$ cat config.mk
export PLATFORM = sky130hd
export DESIGN_NAME = ble_advert_report_parser_flat
export DESIGN_NICKNAME = d
export VERILOG_FILES = /design/src/hw/rtl/bap_pkg.sv /design/src/hw/rtl/bap_if.sv /design/src/hw/rtl/bap_ram.sv /design/src/hw/rtl/bap_front.sv /design/src/hw/rtl/bap_queue.sv /design/src/hw/rtl/bap_back.sv /design/src/hw/rtl/ble_advert_report_parser.sv /design/src/flat_wrapper.sv
export SDC_FILE = /design/constraint.sdc
export NUM_CORES = 1
export LEC_CHECK = 0
export ABC_CLOCK_PERIOD_IN_PS = 9030
export BUFFER_PORTS_ARGS = -buffer_cell sky130_fd_sc_hd__buf_4
export CAP_MARGIN = 20
export CORE_MARGIN = 3
export CORE_UTILIZATION = 50
export CTS_CLUSTER_SIZE = 25
export DETAILED_ROUTE_END_ITERATION = 16
export GPL_TIMING_DRIVEN = 0
export PLACE_DENSITY = 0.66
export SETUP_SLACK_MARGIN = 0.3
export SYNTH_ARGS = -nofsm -noshare
export SYNTH_HDL_FRONTEND = slang
export SYNTH_SLANG_ARGS = --single-unit
$ cat constraint.sdc
create_clock -name clk -period 9.03 [get_ports clk]
set_clock_uncertainty 0.1 [all_clocks]
set_input_delay 0.4515 -clock clk [delete_from_list [all_inputs] [get_ports clk]]
set_output_delay 0.4515 -clock clk [all_outputs]
set_load 0.03 [all_outputs]
$ cat src/hw/rtl/bap_pkg.sv
`default_nettype none
package bap_pkg;

  localparam logic [7:0] PKT_EVENT    = 8'h04;
  localparam logic [7:0] EVT_META     = 8'h3E;
  localparam logic [7:0] SUB_ADV      = 8'h02;
  localparam logic [7:0] SUB_DIRECT   = 8'h0B;
  localparam logic [7:0] TAG_SHORT    = 8'h08;
  localparam logic [7:0] TAG_COMPLETE = 8'h09;
  localparam logic [7:0] KIND_RANDOM  = 8'h01;
  localparam logic [1:0] STATIC_BITS  = 2'b11;
  localparam logic [8:0] REPORT_FIXED = 9'd12;

  // Byte positions inside the packet
  localparam logic [8:0] POS_TYPE     = 9'd0;
  localparam logic [8:0] POS_EVENT    = 9'd1;
  localparam logic [8:0] POS_LENGTH   = 9'd2;
  localparam logic [8:0] POS_SUBEVENT = 9'd3;
  localparam logic [8:0] POS_COUNT    = 9'd4;
  localparam logic [8:0] POS_KIND     = 9'd6;
  localparam logic [8:0] POS_ADDR     = 9'd7;
  localparam logic [8:0] POS_DLEN     = 9'd13;
  localparam logic [8:0] POS_DATA     = 9'd14;

  localparam logic [2:0] ST_ACCEPTED   = 3'd0;
  localparam logic [2:0] ST_BAD_EVENT  = 3'd1;
  localparam logic [2:0] ST_BAD_REPORT = 3'd2;
  localparam logic [2:0] ST_OTHER_SUB  = 3'd3;
  localparam logic [2:0] ST_RANDOM     = 3'd4;

  localparam logic KIND_SUMMARY = 1'b0;
  localparam logic KIND_NAME    = 1'b1;

  typedef enum logic [2:0] {
    PH_SEARCHING = 3'd0,
    PH_TYPE      = 3'd1,
    PH_SKIP      = 3'd2,
    PH_COPY      = 3'd3,
    PH_FOUND     = 3'd4,
    PH_UNKNOWN   = 3'd5
  } walk_phase_t;

  typedef struct packed {
    logic [2:0]         status;
    logic               directed;
    logic               length_mismatch;
    logic               multiple_reports;
    logic [47:0]        device_address;
    logic signed [7:0]  rssi;
    logic               name_state;
    logic [4:0]         name_length;
  } summary_t;

  typedef struct packed {
    summary_t   sum;
    logic [7:0] name_count;
    logic       bank;
  } pkt_rec_t;

  typedef struct packed {
    logic     kind;
    logic     last;
    summary_t sum;
  } stage_t;

endpackage
`default_nettype wire

$ cat src/hw/rtl/bap_if.sv
`default_nettype none
interface bap_in_if;
  logic       valid;
  logic       ready;
  logic [7:0] data_byte;
  logic       end_of_packet;
  modport source (output valid, data_byte, end_of_packet, input ready);
  modport sink (input valid, data_byte, end_of_packet, output ready);
endinterface

interface bap_out_if;
  logic              valid;
  logic              ready;
  logic              result_kind;
  logic [2:0]        status;
  logic              directed;
  logic              length_mismatch;
  logic              multiple_reports;
  logic [47:0]       device_address;
  logic signed [7:0] rssi;
  logic              name_state;
  logic [4:0]        name_length;
  logic [7:0]        name_byte;
  logic              last_of_run;
  modport source (output valid, result_kind, status, directed, length_mismatch,
                  multiple_reports, device_address, rssi, name_state, name_length,
                  name_byte, last_of_run, input ready);
  modport sink (input valid, result_kind, status, directed, length_mismatch,
                multiple_reports, device_address, rssi, name_state, name_length,
                name_byte, last_of_run, output ready);
endinterface
`default_nettype wire

$ cat src/hw/rtl/bap_ram.sv
`default_nettype none
module bap_ram #(
  parameter int WIDTH = 8,
  parameter int DEPTH = 58
) (
  input  wire logic                     clk,
  input  wire logic                     we,
  input  wire logic [$clog2(DEPTH)-1:0] waddr,
  input  wire logic [WIDTH-1:0]         wdata,
  input  wire logic                     re,
  input  wire logic [$clog2(DEPTH)-1:0] raddr,
  output logic      [WIDTH-1:0]         rdata
);
  logic [WIDTH-1:0] mem [DEPTH];

  always_ff @(posedge clk) begin
    if (we) begin
      mem[waddr] <= wdata;
    end
    if (re) begin
      rdata <= mem[raddr];
    end
  end
endmodule
`default_nettype wire

$ cat src/hw/rtl/bap_front.sv
`default_nettype none
module bap_front import bap_pkg::*; #(
  parameter int NAME_BYTES = 29,
  parameter int MAX_PACKET = 260,
  parameter int AW = 6
) (
  input  wire logic          clk,
  input  wire logic          rst,
  input  wire logic          take,
  input  wire logic [7:0]    data_byte,
  input  wire logic          end_of_packet,
  output logic               push,
  output pkt_rec_t           push_rec,
  output logic               ram_we,
  output logic [AW-1:0]      ram_waddr,
  output logic [7:0]         ram_wdata
);
  logic [8:0]  byte_count, byte_count_next;
  logic        header_ok, header_ok_next;
  logic [7:0]  declared_length, declared_length_next;
  logic [7:0]  subevent_code, subevent_code_next;
  logic [7:0]  report_count, report_count_next;
  logic [7:0]  address_kind, address_kind_next;
  logic [47:0] address_store, address_store_next;
  logic [7:0]  adv_data_length, adv_data_length_next;
  logic [7:0]  signal_byte, signal_byte_next;
  logic [8:0]  field_start, field_start_next;
  logic [7:0]  field_size, field_size_next;
  walk_phase_t walk_phase, walk_phase_next;
  logic [7:0]  name_count, name_count_next;
  logic        wbank;

  logic [8:0]  p, d, total, rlen, rep_len;
  logic        in_range, in_data, more_data;
  summary_t    sum;

  always_comb begin
    byte_count_next      = byte_count;
    header_ok_next       = header_ok;
    declared_length_next = declared_length;
    subevent_code_next   = subevent_code;
    report_count_next    = report_count;
    address_kind_next    = address_kind;
    address_store_next   = address_store;
    adv_data_length_next = adv_data_length;
    signal_byte_next     = signal_byte;
    field_start_next     = field_start;
    field_size_next      = field_size;
    walk_phase_next      = walk_phase;
    name_count_next      = name_count;
    ram_we               = 1'b0;

    p         = byte_count;
    d         = p - POS_DATA;
    in_range  = (p < 9'(MAX_PACKET));
    in_data   = (p >= POS_DATA) && (d < {1'b0, adv_data_length});
    more_data = ({1'b0, d} + 10'd1) < {2'b0, adv_data_length};

    if (!in_range) begin
      header_ok_next = 1'b0;
    end else begin
      byte_count_next = p + 9'd1;
      if (p == POS_TYPE) begin
        if (data_byte != PKT_EVENT) header_ok_next = 1'b0;
      end else if (p == POS_EVENT) begin
        if (data_byte != EVT_META) header_ok_next = 1'b0;
      end else if (p == POS_LENGTH) begin
        declared_length_next = data_byte;
      end else if (p == POS_SUBEVENT) begin
        subevent_code_next = data_byte;
      end else if (p == POS_COUNT) begin
        report_count_next = data_byte;
      end else if (p == POS_KIND) begin
        address_kind_next = data_byte;
      end else if (p >= POS_ADDR && p < POS_DLEN) begin
        for (int i = 0; i < 6; i++) begin
          if (p == POS_ADDR + 9'(i)) address_store_next[8*i +: 8] = data_byte;
        end
      end else if (p == POS_DLEN) begin
        adv_data_length_next = data_byte;
        walk_phase_next = (data_byte == 8'd0) ? PH_UNKNOWN : PH_SEARCHING;
      end else if (in_data) begin
        unique case (walk_phase)
          PH_SEARCHING: begin
            if (data_byte == 8'd0 ||
                ({1'b0, d} + {2'b0, data_byte} + 10'd1) > {2'b0, adv_data_length}) begin
              walk_phase_next = PH_UNKNOWN;
            end else begin
              field_start_next = d;
              field_size_next  = data_byte;
              walk_phase_next  = PH_TYPE;
            end
          end
          PH_TYPE: begin
            if (data_byte == TAG_SHORT || data_byte == TAG_COMPLETE) begin
              name_count_next = 8'd0;
              if ({1'b0, field_size} > 9'(NAME_BYTES + 1)) walk_phase_next = PH_UNKNOWN;
              else if (field_size == 8'd1) walk_phase_next = PH_FOUND;
              else walk_phase_next = PH_COPY;
            end else if (field_size == 8'd1) begin
              walk_phase_next = more_data ? PH_SEARCHING : PH_UNKNOWN;
            end else begin
              walk_phase_next = PH_SKIP;
            end
          end
          PH_SKIP: begin
            if ({1'b0, d} >= ({1'b0, field_start} + {2'b0, field_size})) begin
              walk_phase_next = more_data ? PH_SEARCHING : PH_UNKNOWN;
            end
          end
          PH_COPY: begin
            ram_we = ({1'b0, name_count} < 9'(NAME_BYTES));
            name_count_next = name_count + 8'd1;
            if (({1'b0, name_count} + 9'd1) >= ({1'b0, field_size} - 9'd1)) begin
              walk_phase_next = PH_FOUND;
            end
          end
          default: ;
        endcase
      end else if (p >= POS_DATA && d == {1'b0, adv_data_length}) begin
        signal_byte_next = data_byte;
      end
    end
    ram_we = ram_we && take;

    // Summary built from the state that includes the closing byte
    total   = byte_count_next;
    rlen    = total - 9'd3;
    rep_len = REPORT_FIXED + {1'b0, adv_data_length_next};
    sum     = '0;
    sum.name_state = 1'b1;
    if (total < 9'd4 || !header_ok_next ||
        ({2'b0, declared_length_next} + 10'd3) != {1'b0, total}) begin
      sum.status = ST_BAD_EVENT;
    end else if (subevent_code_next != SUB_DIRECT && subevent_code_next != SUB_ADV) begin
      sum.status = ST_OTHER_SUB;
    end else begin
      sum.directed = (subevent_code_next == SUB_DIRECT);
      if (rlen < rep_len) begin
        sum.status = ST_BAD_REPORT;
      end else begin
        sum.length_mismatch  = (rlen != rep_len);
        sum.multiple_reports = (report_count_next > 8'd1);
        if (address_kind_next == KIND_RANDOM &&
            address_store_next[47:46] != STATIC_BITS) begin
          sum.status = ST_RANDOM;
        end else begin
          sum.status         = ST_ACCEPTED;
          sum.device_address = address_store_next;
          sum.rssi           = signal_byte_next;
          if (walk_phase_next == PH_FOUND && {1'b0, name_count_next} <= 9'(NAME_BYTES)) begin
            sum.name_state  = 1'b0;
            sum.name_length = name_count_next[4:0];
          end
        end
      end
    end
  end

  assign push               = take && end_of_packet;
  assign push_rec.sum       = sum;
  assign push_rec.bank      = wbank;
  assign push_rec.name_count = (sum.status == ST_ACCEPTED && !sum.name_state) ?
                               name_count_next : 8'd0;
  assign ram_waddr = (wbank ? AW'(NAME_BYTES) : AW'(0)) + AW'(name_count);
  assign ram_wdata = data_byte;

  always_ff @(posedge clk) begin
    if (rst || push) begin
      byte_count      <= '0;
      header_ok       <= 1'b1;
      declared_length <= '0;
      subevent_code   <= '0;
      report_count    <= '0;
      address_kind    <= '0;
      address_store   <= '0;
      adv_data_length <= '0;
      signal_byte     <= '0;
      field_start     <= '0;
      field_size      <= '0;
      walk_phase      <= PH_SEARCHING;
      name_count      <= '0;
    end else if (take) begin
      byte_count      <= byte_count_next;
      header_ok       <= header_ok_next;
      declared_length <= declared_length_next;
      subevent_code   <= subevent_code_next;
      report_count    <= report_count_next;
      address_kind    <= address_kind_next;
      address_store   <= address_store_next;
      adv_data_length <= adv_data_length_next;
      signal_byte     <= signal_byte_next;
      field_start     <= field_start_next;
      field_size      <= field_size_next;
      walk_phase      <= walk_phase_next;
      name_count      <= name_count_next;
    end
    // Flip the name bank once per closed packet
    if (rst) begin
      wbank <= 1'b0;
    end else if (push) begin
      wbank <= !wbank;
    end
  end
endmodule
`default_nettype wire

$ cat src/hw/rtl/bap_queue.sv
`default_nettype none
module bap_queue import bap_pkg::*; (
  input  wire logic     clk,
  input  wire logic     rst,
  input  wire logic     push,
  input  wire pkt_rec_t push_rec,
  input  wire logic     pop,
  output logic          full,
  output logic          head_valid,
  output pkt_rec_t      head
);
  pkt_rec_t   entry [2];
  logic       wptr, rptr;
  logic [1:0] count;

  assign full       = (count == 2'd2);
  assign head_valid = (count != 2'd0);
  assign head       = entry[rptr];

  always_ff @(posedge clk) begin
    if (push) begin
      entry[wptr] <= push_rec;
    end
    if (rst) begin
      wptr  <= 1'b0;
      rptr  <= 1'b0;
      count <= 2'd0;
    end else begin
      if (push) wptr <= !wptr;
      if (pop)  rptr <= !rptr;
      count <= count + 2'(push) - 2'(pop);
    end
  end
endmodule
`default_nettype wire

$ cat src/hw/rtl/bap_back.sv
`default_nettype none
module bap_back import bap_pkg::*; #(
  parameter int NAME_BYTES = 29,
  parameter int AW = 6
) (
  input  wire logic          clk,
  input  wire logic          rst,
  input  wire logic          head_valid,
  input  wire pkt_rec_t      head,
  output logic               pop,
  output logic               ram_re,
  output logic [AW-1:0]      ram_raddr,
  input  wire logic [7:0]    ram_rdata,
  input  wire logic          out_ready,
  output logic               out_valid,
  output stage_t             out_stage,
  output logic [7:0]         out_name
);
  logic [7:0] idx;
  logic       s1_valid, s1_adv, o_load, issue;
  stage_t     s1, issue_stage;

  assign o_load = s1_valid && (!out_valid || out_ready);
  assign s1_adv = !s1_valid || o_load;
  assign issue  = head_valid && s1_adv;
  assign pop    = issue && (idx == head.name_count);
  assign ram_re = issue && (idx != 8'd0);
  assign ram_raddr = (head.bank ? AW'(NAME_BYTES) : AW'(0)) + AW'(idx - 8'd1);

  always_comb begin
    issue_stage.kind = (idx != 8'd0) ? KIND_NAME : KIND_SUMMARY;
    issue_stage.last = (idx == head.name_count);
    issue_stage.sum  = (idx != 8'd0) ? '0 : head.sum;
  end

  always_ff @(posedge clk) begin
    if (issue) s1 <= issue_stage;
    if (o_load) begin
      out_stage <= s1;
      out_name  <= (s1.kind == KIND_NAME) ? ram_rdata : 8'd0;
    end
    if (rst) begin
      idx       <= '0;
      s1_valid  <= 1'b0;
      out_valid <= 1'b0;
    end else begin
      if (issue) idx <= pop ? 8'd0 : idx + 8'd1;
      if (s1_adv) s1_valid <= issue;
      if (o_load) out_valid <= 1'b1;
      else if (out_ready) out_valid <= 1'b0;
    end
  end
endmodule
`default_nettype wire

$ cat src/hw/rtl/ble_advert_report_parser.sv
`default_nettype none
// HCI LE advertising-report parser. Takes one HCI event packet byte per cycle on
// the packet channel (end_of_packet marks the last byte) and, after the last byte,
// gives one summary result followed by one result per captured name byte on the
// report channel; last_of_run flags the final result of each packet. The byte
// parser accepts one byte every cycle while the two-entry packet queue has room;
// the emitter gives one result per cycle while report.ready is high, so a
// packet with an n-byte name gives n+1 results. Name bytes sit in a two-bank
// name RAM (2*NAME_BYTES entries), so the next packet is parsed while the
// previous one drains. Parsing stalls only when two closed packets are still
// waiting to drain.
module ble_advert_report_parser import bap_pkg::*; #(
  parameter int NAME_BYTES = 29,
  parameter int MAX_PACKET = 260
) (
  input wire logic clk,
  input wire logic rst,
  bap_in_if.sink   packet,
  bap_out_if.source report
);
  localparam int DEPTH = 2 * NAME_BYTES;
  localparam int AW    = $clog2(DEPTH);

  logic          take, push, pop, full, head_valid;
  pkt_rec_t      push_rec, head;
  logic          ram_we, ram_re;
  logic [AW-1:0] ram_waddr, ram_raddr;
  logic [7:0]    ram_wdata, ram_rdata, out_name;
  stage_t        out_stage;

  // Hold off bytes while both name banks are owned by queued packets
  assign packet.ready = !full;
  assign take         = packet.valid && packet.ready;

  bap_front #(.NAME_BYTES(NAME_BYTES), .MAX_PACKET(MAX_PACKET), .AW(AW)) u_front (
    .clk, .rst, .take,
    .data_byte     (packet.data_byte),
    .end_of_packet (packet.end_of_packet),
    .push, .push_rec, .ram_we, .ram_waddr, .ram_wdata
  );

  bap_queue u_queue (
    .clk, .rst, .push, .push_rec, .pop, .full, .head_valid, .head
  );

  bap_ram #(.WIDTH(8), .DEPTH(DEPTH)) u_name_ram (
    .clk, .we(ram_we), .waddr(ram_waddr), .wdata(ram_wdata),
    .re(ram_re), .raddr(ram_raddr), .rdata(ram_rdata)
  );

  bap_back #(.NAME_BYTES(NAME_BYTES), .AW(AW)) u_back (
    .clk, .rst, .head_valid, .head, .pop, .ram_re, .ram_raddr, .ram_rdata,
    .out_ready (report.ready),
    .out_valid (report.valid),
    .out_stage, .out_name
  );

  // Drive the result fields from the output register
  assign report.result_kind      = out_stage.kind;
  assign report.status           = out_stage.sum.status;
  assign report.directed         = out_stage.sum.directed;
  assign report.length_mismatch  = out_stage.sum.length_mismatch;
  assign report.multiple_reports = out_stage.sum.multiple_reports;
  assign report.device_address   = out_stage.sum.device_address;
  assign report.rssi             = out_stage.sum.rssi;
  assign report.name_state       = out_stage.sum.name_state;
  assign report.name_length      = out_stage.sum.name_length;
  assign report.name_byte        = out_name;
  assign report.last_of_run      = out_stage.last;
endmodule
`default_nettype wire

$ cat src/flat_wrapper.sv
// flat-port wrapper written by rule: the top's interface ports become plain ports
module ble_advert_report_parser_flat import bap_pkg::*;
#(
  parameter int NAME_BYTES = 29,
  parameter int MAX_PACKET = 260
)
  (clk, rst, packet_valid, packet_data_byte, packet_end_of_packet, packet_ready, report_valid, report_result_kind, report_status, report_directed, report_length_mismatch, report_multiple_reports, report_device_address, report_rssi, report_name_state, report_name_length, report_name_byte, report_last_of_run, report_ready);
  bap_in_if packet_i ();
  bap_out_if report_i ();
  input wire logic clk;
  input wire logic rst;
  input wire logic [$bits(packet_i.valid)-1:0] packet_valid;
  input wire logic [$bits(packet_i.data_byte)-1:0] packet_data_byte;
  input wire logic [$bits(packet_i.end_of_packet)-1:0] packet_end_of_packet;
  output wire logic [$bits(packet_i.ready)-1:0] packet_ready;
  output wire logic [$bits(report_i.valid)-1:0] report_valid;
  output wire logic [$bits(report_i.result_kind)-1:0] report_result_kind;
  output wire logic [$bits(report_i.status)-1:0] report_status;
  output wire logic [$bits(report_i.directed)-1:0] report_directed;
  output wire logic [$bits(report_i.length_mismatch)-1:0] report_length_mismatch;
  output wire logic [$bits(report_i.multiple_reports)-1:0] report_multiple_reports;
  output wire logic [$bits(report_i.device_address)-1:0] report_device_address;
  output wire logic [$bits(report_i.rssi)-1:0] report_rssi;
  output wire logic [$bits(report_i.name_state)-1:0] report_name_state;
  output wire logic [$bits(report_i.name_length)-1:0] report_name_length;
  output wire logic [$bits(report_i.name_byte)-1:0] report_name_byte;
  output wire logic [$bits(report_i.last_of_run)-1:0] report_last_of_run;
  input wire logic [$bits(report_i.ready)-1:0] report_ready;
  assign packet_i.valid = packet_valid;
  assign packet_i.data_byte = packet_data_byte;
  assign packet_i.end_of_packet = packet_end_of_packet;
  assign packet_ready = packet_i.ready;
  assign report_valid = report_i.valid;
  assign report_result_kind = report_i.result_kind;
  assign report_status = report_i.status;
  assign report_directed = report_i.directed;
  assign report_length_mismatch = report_i.length_mismatch;
  assign report_multiple_reports = report_i.multiple_reports;
  assign report_device_address = report_i.device_address;
  assign report_rssi = report_i.rssi;
  assign report_name_state = report_i.name_state;
  assign report_name_length = report_i.name_length;
  assign report_name_byte = report_i.name_byte;
  assign report_last_of_run = report_i.last_of_run;
  assign report_i.ready = report_ready;
  ble_advert_report_parser #(.NAME_BYTES(NAME_BYTES), .MAX_PACKET(MAX_PACKET)) u_core (.clk(clk), .rst(rst), .packet(packet_i), .report(report_i));
endmodule
**Yosys cells after proc, flatten, opt, wreduce, memory -nomap -nowiden**

Memory sizes are Yosys's and may differ from the RTL's. A register that Yosys moved wholly into a read port is not among the register bits.
Index checks and enable logic that the tools add are counted.

- Register bits: 297
- Latch bits: 0
- RAM bits: 618
- Bits in read-only memories: 0
- Bits of input ports: 13
- Output and inout port bits: 80
- Word-level logic and storage cells: 280
- Memories: 2

Memories:

| name | words | width | rd ports | clocked after Yosys merged registers in | write ports | RTL line | source |
|---|---|---|---|---|---|---|---|
| u_core.u_name_ram.mem | 58 | 8 | 1 | 1 | 1 | bap_ram.sv:14 | `logic [WIDTH-1:0] mem [DEPTH];` |
| u_core.u_queue.entry | 2 | 77 | 1 | 1 | 1 | bap_queue.sv:12 | `pkt_rec_t entry [2];` |

- Add/sub/neg operators: 18
- $mul: 0
- Divide/modulo/power cells: 0
- Magnitude comparators: 15
- Equality and inequality tests: 31
- Shift-type cells: 0
- Muxes and demuxes: 127
- Bitwise logic cells: 9
- Reduce and logical (&&, ||, !) cells: 37

Operators by type and width:

| operator | count |
|---|---|
| $mux W8 | 61 |
| $mux W48 | 8 |
| $mux W65 | 2 |
| $mux W3 | 23 |
| $mux W64 | 1 |
| $mux W62 | 1 |
| $eq A9 B4 Y1 const B | 6 |
| $eq A9 B3 Y1 const B | 3 |
| $mux W1 | 25 |
| $eq A8 B4 Y1 const B | 3 |
| $add A9 B8 Y10 | 2 |
| $eq A9 B2 Y1 const B | 2 |
| $ne A9 B9 Y1 | 2 |
| $add A8 B1 Y8 const B | 2 |
| $eq A8 B1 Y1 const B | 2 |
| $pmux W8 S2 | 1 |
| $logic_and A1 B1 Y1 | 14 |
| $reduce_and A13 Y1 | 1 |
| $add A5 B6 Y6 | 2 |
| $pmux W3 S4 | 1 |
| $add A10 B1 Y10 const B | 1 |
| $add A9 B1 Y10 const B | 1 |
| $ge A9 B10 Y1 | 1 |
| $gt A10 B8 Y1 | 1 |
| 46 further kinds | 71 |

**Depth between registers and ports, before layout**

Gate-level depths: netlist of the first run.

- Depth after elaboration: 27
- Mapped depth: 22
- Mapped depth without buffers: 20

**Cells and area by module**

Synthesis of the first run repeated with hierarchy kept, for this count alone.

- Cells, all modules: 2872
- Area total of the unflattened synthesis: 40671.5 um^2

Modules (own cells, without submodules):

| module | instances | cells an instance | area each (um^2) | seq. area each (um^2) |
|---|---|---|---|---|
| bap_ram | 1 | 877 | 18427.7 | 14173.6 |
| bap_front | 1 | 1404 | 10565.1 | 2682.6 |
| bap_queue | 1 | 261 | 5910.7 | 4724.5 |
| bap_back | 1 | 328 | 5758.0 | 4644.5 |
| ble_advert_report_parser | 1 | 2 | 10.0 | 0.0 |

**Least setup slack after synthesis of the first run**

OpenSTA, ideal clock, no wires.

- Path kind: register to register
- From: register (tool-made name)
- To: register u_core.u_name_ram.rdata[1], read port of u_core.u_name_ram.mem, data pin
- Library setup time: 269 ps
- Data arrival time: 4965 ps
- Required time: 8661 ps
- Slack: 3696 ps
- Cell stages (with the launch flop): 14
- Buffers on the path: 7
- Period minus slack after synthesis: 5334 ps
- Cells stage by stage: dfxtp_1 -> clkbuf_1 -> buf_1 -> clkbuf_1 -> buf_1 -> mux2i_1 -> ha_1 -> buf_2 -> buf_1 -> buf_1 -> mux4_2 -> mux4_2 -> mux2i_1 -> o21ai_0

RTL lines:

| item | RTL line | source |
|---|---|---|
| end: declaration | bap_ram.sv:12 | `output logic [WIDTH-1:0] rdata` |

==> impl_metrics.ini, run 1 <==
[worst_setup_path]
crit_chain = clkbuf_1 -> buf_1 -> clkbuf_1 -> buf_1 -> mux2i_1 -> ha_1 -> buf_2 -> buf_1 -> buf_1 -> mux4_2 -> mux4_2 -> mux2i_1 -> o21ai_0
cpMostUsedCell = buf_1
crit_path_end_kind = register
start_kind = register
max_stage_delay_ns = 0.83
path_max_fanout = 10
crit_slowest_cell = buf_1
worstPathArrival_ns = 7.85
required_ns = 9.28
crit_type = reg -> reg

[power_and_ir_drop]
p_sw_w = 0.00234
ir_worst_vdd_mv = 0.133
switching_share_pct = 23.9
combPwrFrac_pct = 10.9
seq_power_share_pct = 48.6
intPower_w = 0.00742
p_clk_share_pct = 40.5
p_leak_nw = 14.8
powerDensity_mw_per_mm2 = 217

[grt]
grtUsageTotal_pct = 23.7
grt_first_pass_wirelength_mm = 147
grt_pass1_vias = 24100
grt_max_degree = 71
grt_remaining_overflow = 0
antenna_found_initial = 2

[floorplanning]
die_w_um = 287
dieArea_mm2 = 0.0826
coreArea_mm2 = 0.0780
initial_utilization_pct = 50.8
chipHeight_um = 287
fp-row-count = 102
ios = 93

[cts]
cts_resized = 0
clk_pin_slew_ns = 0.06
root_buffer = clkbuf_16
clock-sinks = 923
cts-hold-fix-buffers = 0
htreeDepth = 3
clk_latency_ns = 0.67
clockBufferDepth = 3
post-cts-setup-buffers = 0
cts_buffers = 92
cts_tree = built

[detailed_routing]
ant_nets = 0
routed_wl_mm = 97.6
drtIter0Drc = 2494
drcViolationCount = 0
via_per_inst = 5.92
vias = 24200
post_drt_wl_per_cell_um = 23.8
firstDrtPassIters = 6

[timing]
setup_violations = 0
rsz0062_at_grt = false
fmax_ghz = 0.131
fin_crit_ns = 7.61
setup_tns_ns = 0
final_hold_viol_count = 0
fin_ws_ns = 1.42
worst_pin_slew_ns = 1.10
max-slew-margin-rel_pct = 24.7
drv_slew = 0
fin_crit_sh_pct = 84.3

[final_layout]
multi_input_area_mm2 = 0.0126
final_cell_mix = edfxtp_1, nor2_1, nand2_1
regArea_mm2 = 0.0262
final_core_util_pct = 57.7
drive_gt1_share_pct = 13.8
diodes = 0
fin_area_mm2 = 0.0450
final_nets = 3092
area_delta_synth_final_pct = 13.5
fill_cells = 6004
final_common_cell = edfxtp_1

[placed_design]
post-place-ws_ns = 1.36
place_congestion = 0.920
io_buffers = 92
hpwlAfterDp_mm = 66.4
placed_area_mm2 = 0.0418

[logic_synthesis]
synth_warnings = 0
synthCells = 2778
synthDistinctLibCells = 77
synthFlopType = edfxtp_1
synth.avg_cell_area_um2 = 14.3
ys_seq_area_share_pct = 66.2
netlist_area_mm2 = 0.0396
ys_ff_latch = 923
synthArstFlopShare_pct = 0
synth_edf_count = 774

[min_path]
min_path_type = in -> reg

[outcome]
outcome = finished clean

[job]
drv_cap = 0
## area by class of cell
class                      instances  share of cell area (%)
sequential                       923                    58.3
multi-input combinational       1651                    28.1
clock buffer                     115                    5.50
tap                             1040                    2.89
timing repair buffer             101                    1.88
clock inverter                    57                    1.54
buffer                           157                    1.37
inverter                          52                   0.440
## flip-flops by register name, summed over array words and instances, names as in the netlist, 9 cells and up, named ones only
register / flops
u_core.u_back.s1: 70
u_core.u_front.byte_count: 9
u_core.u_front.field_start: 9
u_core.u_back.out_stage: 70
u_core.u_front.address_store: 48
u_core.u_queue.entry: 154
u_core.u_name_ram.mem: 464
## cells by family (layout without fill, tap and decap cells)
family	count (synthesis)	count (layout)	synth area share [%]
buf+inv	209	482	2.05
xor+xnor	91	91	2.01
flops	923	923	66.2
fa+ha+maj	101	101	3.25
compound gates	348	348	5.38
simple gates	812	812	9.39
mux	293	293	11.7
other cells	1	6	0.00947
## routing by layer
layer,up-vias,track usage (%),wire (µm),share of wire [%]
met3,163,3.90,7860,8.0
li1,10900,-,-,-
met4,0,7.40,2610,2.7
met1,12200,34.8,42300,43
met5,-,0,0,0
met2,1038,36.5,44800,46
## worst max-delay path, delay by kind of cell, from the launching register on
kind,cells,cell delay [ns]
multiplexers,4,2.01
adder cells (fa/ha/maj),1,0.22
flip-flops,1,0.30
AO/OA/AOI/OAI,1,0.23
buffers and inverters,7,4.43
## power by group through the flow
stage	Sequential [W]	Clock [W]	Combinational, W
after floorplan	0.00486	0	0.000644
after global placement	0.00484	0	0.00103
after detailed placement	0.00483	0	0.00106
after CTS	0.00474	0.00402	0.00106
after global routing	0.00474	0.00419	0.00114
final	0.00474	0.00395	0.00107
## per-stage QoR
step / total power (W) / instances / hold slack (ns)
final: 0.00976 / 4096 / 0.0720
after global routing: 0.0101 / 4096 / 0.0887
after CTS: 0.00982 / 4095 / 0.0419
after detailed placement: 0.00589 / 3923 / 0.305
after global placement: 0.00587 / 3915 / 0.305
after floorplan: 0.00551 / 2783 / 0.300
## synth_stat cells (4+ instances only)
cell type | n | area, µm²
a21o_1 | 16 | 120
a22oi_1 | 6 | 45.0
or3_1 | 11 | 68.8
o31ai_1 | 5 | 37.5
inv_1 | 51 | 191
mux4_2 | 136 | 3060
nand2_1 | 223 | 837
and3_1 | 11 | 68.8
nand2b_1 | 12 | 75.1
clkbuf_1 | 121 | 454
ha_1 | 98 | 1230
a21oi_1 | 178 | 891
nand3b_1 | 9 | 67.6
a211oi_1 | 34 | 255
buf_1 | 24 | 90.1
nor2_1 | 306 | 1150
o21bai_1 | 5 | 37.5
o221ai_1 | 4 | 35.0
nand3_1 | 85 | 425
and2_1 | 16 | 100
dfxtp_1 | 149 | 2980
o21a_1 | 6 | 45.0
o21ai_0 | 40 | 200
or4_1 | 6 | 45.0
nor3_1 | 27 | 135
nor4_1 | 24 | 150
nor4b_1 | 6 | 52.6
nor2b_1 | 29 | 181
buf_2 | 10 | 50.1
xnor2_1 | 57 | 499
edfxtp_1 | 774 | 23200
or2_2 | 11 | 68.8
nand4_1 | 20 | 125
a31oi_1 | 8 | 50.1
mux2i_1 | 155 | 1550
o211ai_1 | 7 | 52.6
a211o_1 | 5 | 43.8
xor2_1 | 34 | 298
## final timing paths
check,from,end,slack [ns],cells past startpoint
max,register,u_core.u_name_ram.rdata[1]$_DFFE_PP_,1.42,13
min,report_ready,u_core.u_back.out_valid$_SDFFE_PP0P_,0.07,4
max reg2reg,register,u_core.u_name_ram.rdata[1]$_DFFE_PP_,1.42,13
min reg2reg,u_core.u_back.s1[52]$_SDFFCE_PN0P_,u_core.u_back.out_stage[52]$_DFFE_PP_,0.31,0
Power figures use the tool's default switching activity.
==> run 2, diff against run 1 <==
--- a/config.mk
+++ b/config.mk
@@ -5,7 +5,7 @@
 export SDC_FILE = /design/constraint.sdc
 export NUM_CORES = 1
 export LEC_CHECK = 0
-export ABC_CLOCK_PERIOD_IN_PS = 9030
+export ABC_CLOCK_PERIOD_IN_PS = 7400
 export BUFFER_PORTS_ARGS = -buffer_cell sky130_fd_sc_hd__buf_4
 export CAP_MARGIN = 20
 export CORE_MARGIN = 3
==> constraint.sdc (replaced) <==
create_clock -name clk -period 7.4 [get_ports clk]
set_clock_uncertainty 0.1 [all_clocks]
set_input_delay 0.37 -clock clk [delete_from_list [all_inputs] [get_ports clk]]
set_output_delay 0.37 -clock clk [all_outputs]
set_load 0.03 [all_outputs]
==> impl_metrics.ini, run 2 (synthesis gave the netlist of run 1 again) <==
[outcome]
outcome = finished clean

[grt]
grt_remaining_overflow = 0
use_met3_pct = 3.92
grt_max_degree = 71
grt_pass1_vias = 24100
grt_first_pass_wirelength_mm = 147
grtUsageMet1_pct = 34.8
use_met2_pct = 36.5
antenna_found_initial = 2
gr-max-usage-layer = met2
grtUsageTotal_pct = 23.7

[timing]
fin_crit_ns = 6.77
worst_pin_slew_ns = 1.08
setup_violations = 0
setup_tns_ns = 0
fmax_ghz = 0.148
rsz0062_at_grt = false
fin_crit_sh_pct = 91.4
fin_ws_ns = 0.634
drv_slew = 0
final_hold_viol_count = 0
max-slew-margin-rel_pct = 25.9

[floorplanning]
fp-row-count = 102
die_w_um = 287
initial_utilization_pct = 50.8
dieArea_mm2 = 0.0826
ios = 93
chipHeight_um = 287
coreArea_mm2 = 0.0780

[worst_setup_path]
cpMostUsedCell = clkbuf_1
crit_chain = clkbuf_1 -> clkdlybuf4s15_2 -> clkbuf_2 -> clkdlybuf4s15_1 -> mux2i_1 -> ha_1 -> inv_1 -> ha_1 -> clkbuf_1 -> clkbuf_1 -> mux4_2 -> mux4_2 -> mux2i_1 -> o21ai_0
crit_type = reg -> reg
crit_slowest_cell = clkdlybuf4s15_1
required_ns = 7.65
crit_path_end_kind = register
worstPathArrival_ns = 7.01
max_stage_delay_ns = 0.73
path_max_fanout = 10
start_kind = register

[final_layout]
final_cell_count_no_fill = 4098
drive_gt1_share_pct = 14.1
final_core_util_pct = 57.7
diodes = 0
area_delta_synth_final_pct = 13.7
final_nets = 3094
largest_register = u_core.u_name_ram.mem
largest_register_ffs = 464
final_common_cell = edfxtp_1
final_cell_mix = edfxtp_1, nor2_1, nand2_1
top_regs = u_core.u_name_ram.mem x464, u_core.u_queue.entry x154

[cts]
clk_latency_ns = 0.67
htreeDepth = 3
root_buffer = clkbuf_16
cts_tree = built
clockBufferDepth = 3
cts_buffers = 92
clk_pin_slew_ns = 0.06
clock-sinks = 923

[power_and_ir_drop]
powerDensity_mw_per_mm2 = 265
ir_worst_vdd_mv = 0.161
p_leak_nw = 14.9
total_power_w = 0.0119

[detailed_routing]
vias = 24400
via_per_inst = 5.95
drtIter0Drc = 2420
post_drt_wl_per_cell_um = 23.8
routed_wl_mm = 97.7
firstDrtPassIters = 6
drcViolationCount = 0
ant_nets = 0

[placed_design]
hpwlAfterDp_mm = 66.4
dpl.cell_count = 3923
post-place-ws_ns = -0.274
io_buffers = 92
place_congestion = 0.920

[job]
drv_cap = 0

[min_path]
min_path_type = in -> reg
-- run 2: per-stage QoR --
step | hold WS [ns] | cell area (µm²)
6_report | 0.168 | 45000
5_1_grt | 0.182 | 45000
4_1_cts | 0.155 | 45000
3_5_place_dp | 0.305 | 41800
3_3_place_gp | 0.305 | 41600
2_1_floorplan | 0.300 | 39600
-- run 2: worst paths after layout --
check	from	endpoint	slack, ns	cells past startpoint
hold reg to reg	u_core.u_back.s1[0]$_SDFFCE_PN0P_	u_core.u_back.out_stage[0]$_DFFE_PP_	0.31	0
hold / removal	packet_data_byte[0]	u_core.u_name_ram.mem[10][0]$_DFFE_PP_	0.17	1
setup / recovery	register	u_core.u_name_ram.rdata[1]$_DFFE_PP_	0.63	14
setup reg to reg	register	u_core.u_name_ram.rdata[1]$_DFFE_PP_	0.63	14
-- run 2: layer usage --
metal  part of all wire (%)  up-vias
met3                    8.3      161
met1                     43    12200
met2                     46     1095
met5                      0        -
li1                       -    10900
met4                    2.6        0
-- run 2: cell type report --
| type | instances | area (µm²) |
|---|---|---|
| buffer | 157 | 658 |
| timing repair buffer | 103 | 866 |
| fill | 5995 | 33000 |
| tap | 1040 | 1300 |
| inverter | 52 | 198 |
| multi-input combinational | 1651 | 12600 |
| sequential | 923 | 26200 |
| clock inverter | 57 | 692 |
| clock buffer | 115 | 2470 |
-- run 2: critical path: cells and delay by family, from the launching register on --
kind	cells	cell delay, ns
compound gates	1	0.23
buf+inv	7	3.40
flops	1	0.30
mux	4	1.81
fa+ha+maj	2	0.59
-- run 2: timing repair --
item,4_1_cts,5_1_grt
endpoints found under the hold margin,2,0
cloned,0,0
gates resized for setup,7,13
buffers inserted,0,0
hold buffers,2,0
setup endpoints to repair,8,8
-- run 2: power by group --
group          total [W]  internal (W)  switching (W)
registers        0.00578       0.00575      0.0000342
clock network    0.00483       0.00282        0.00201
logic            0.00131      0.000498       0.000808
total             0.0119       0.00906        0.00286
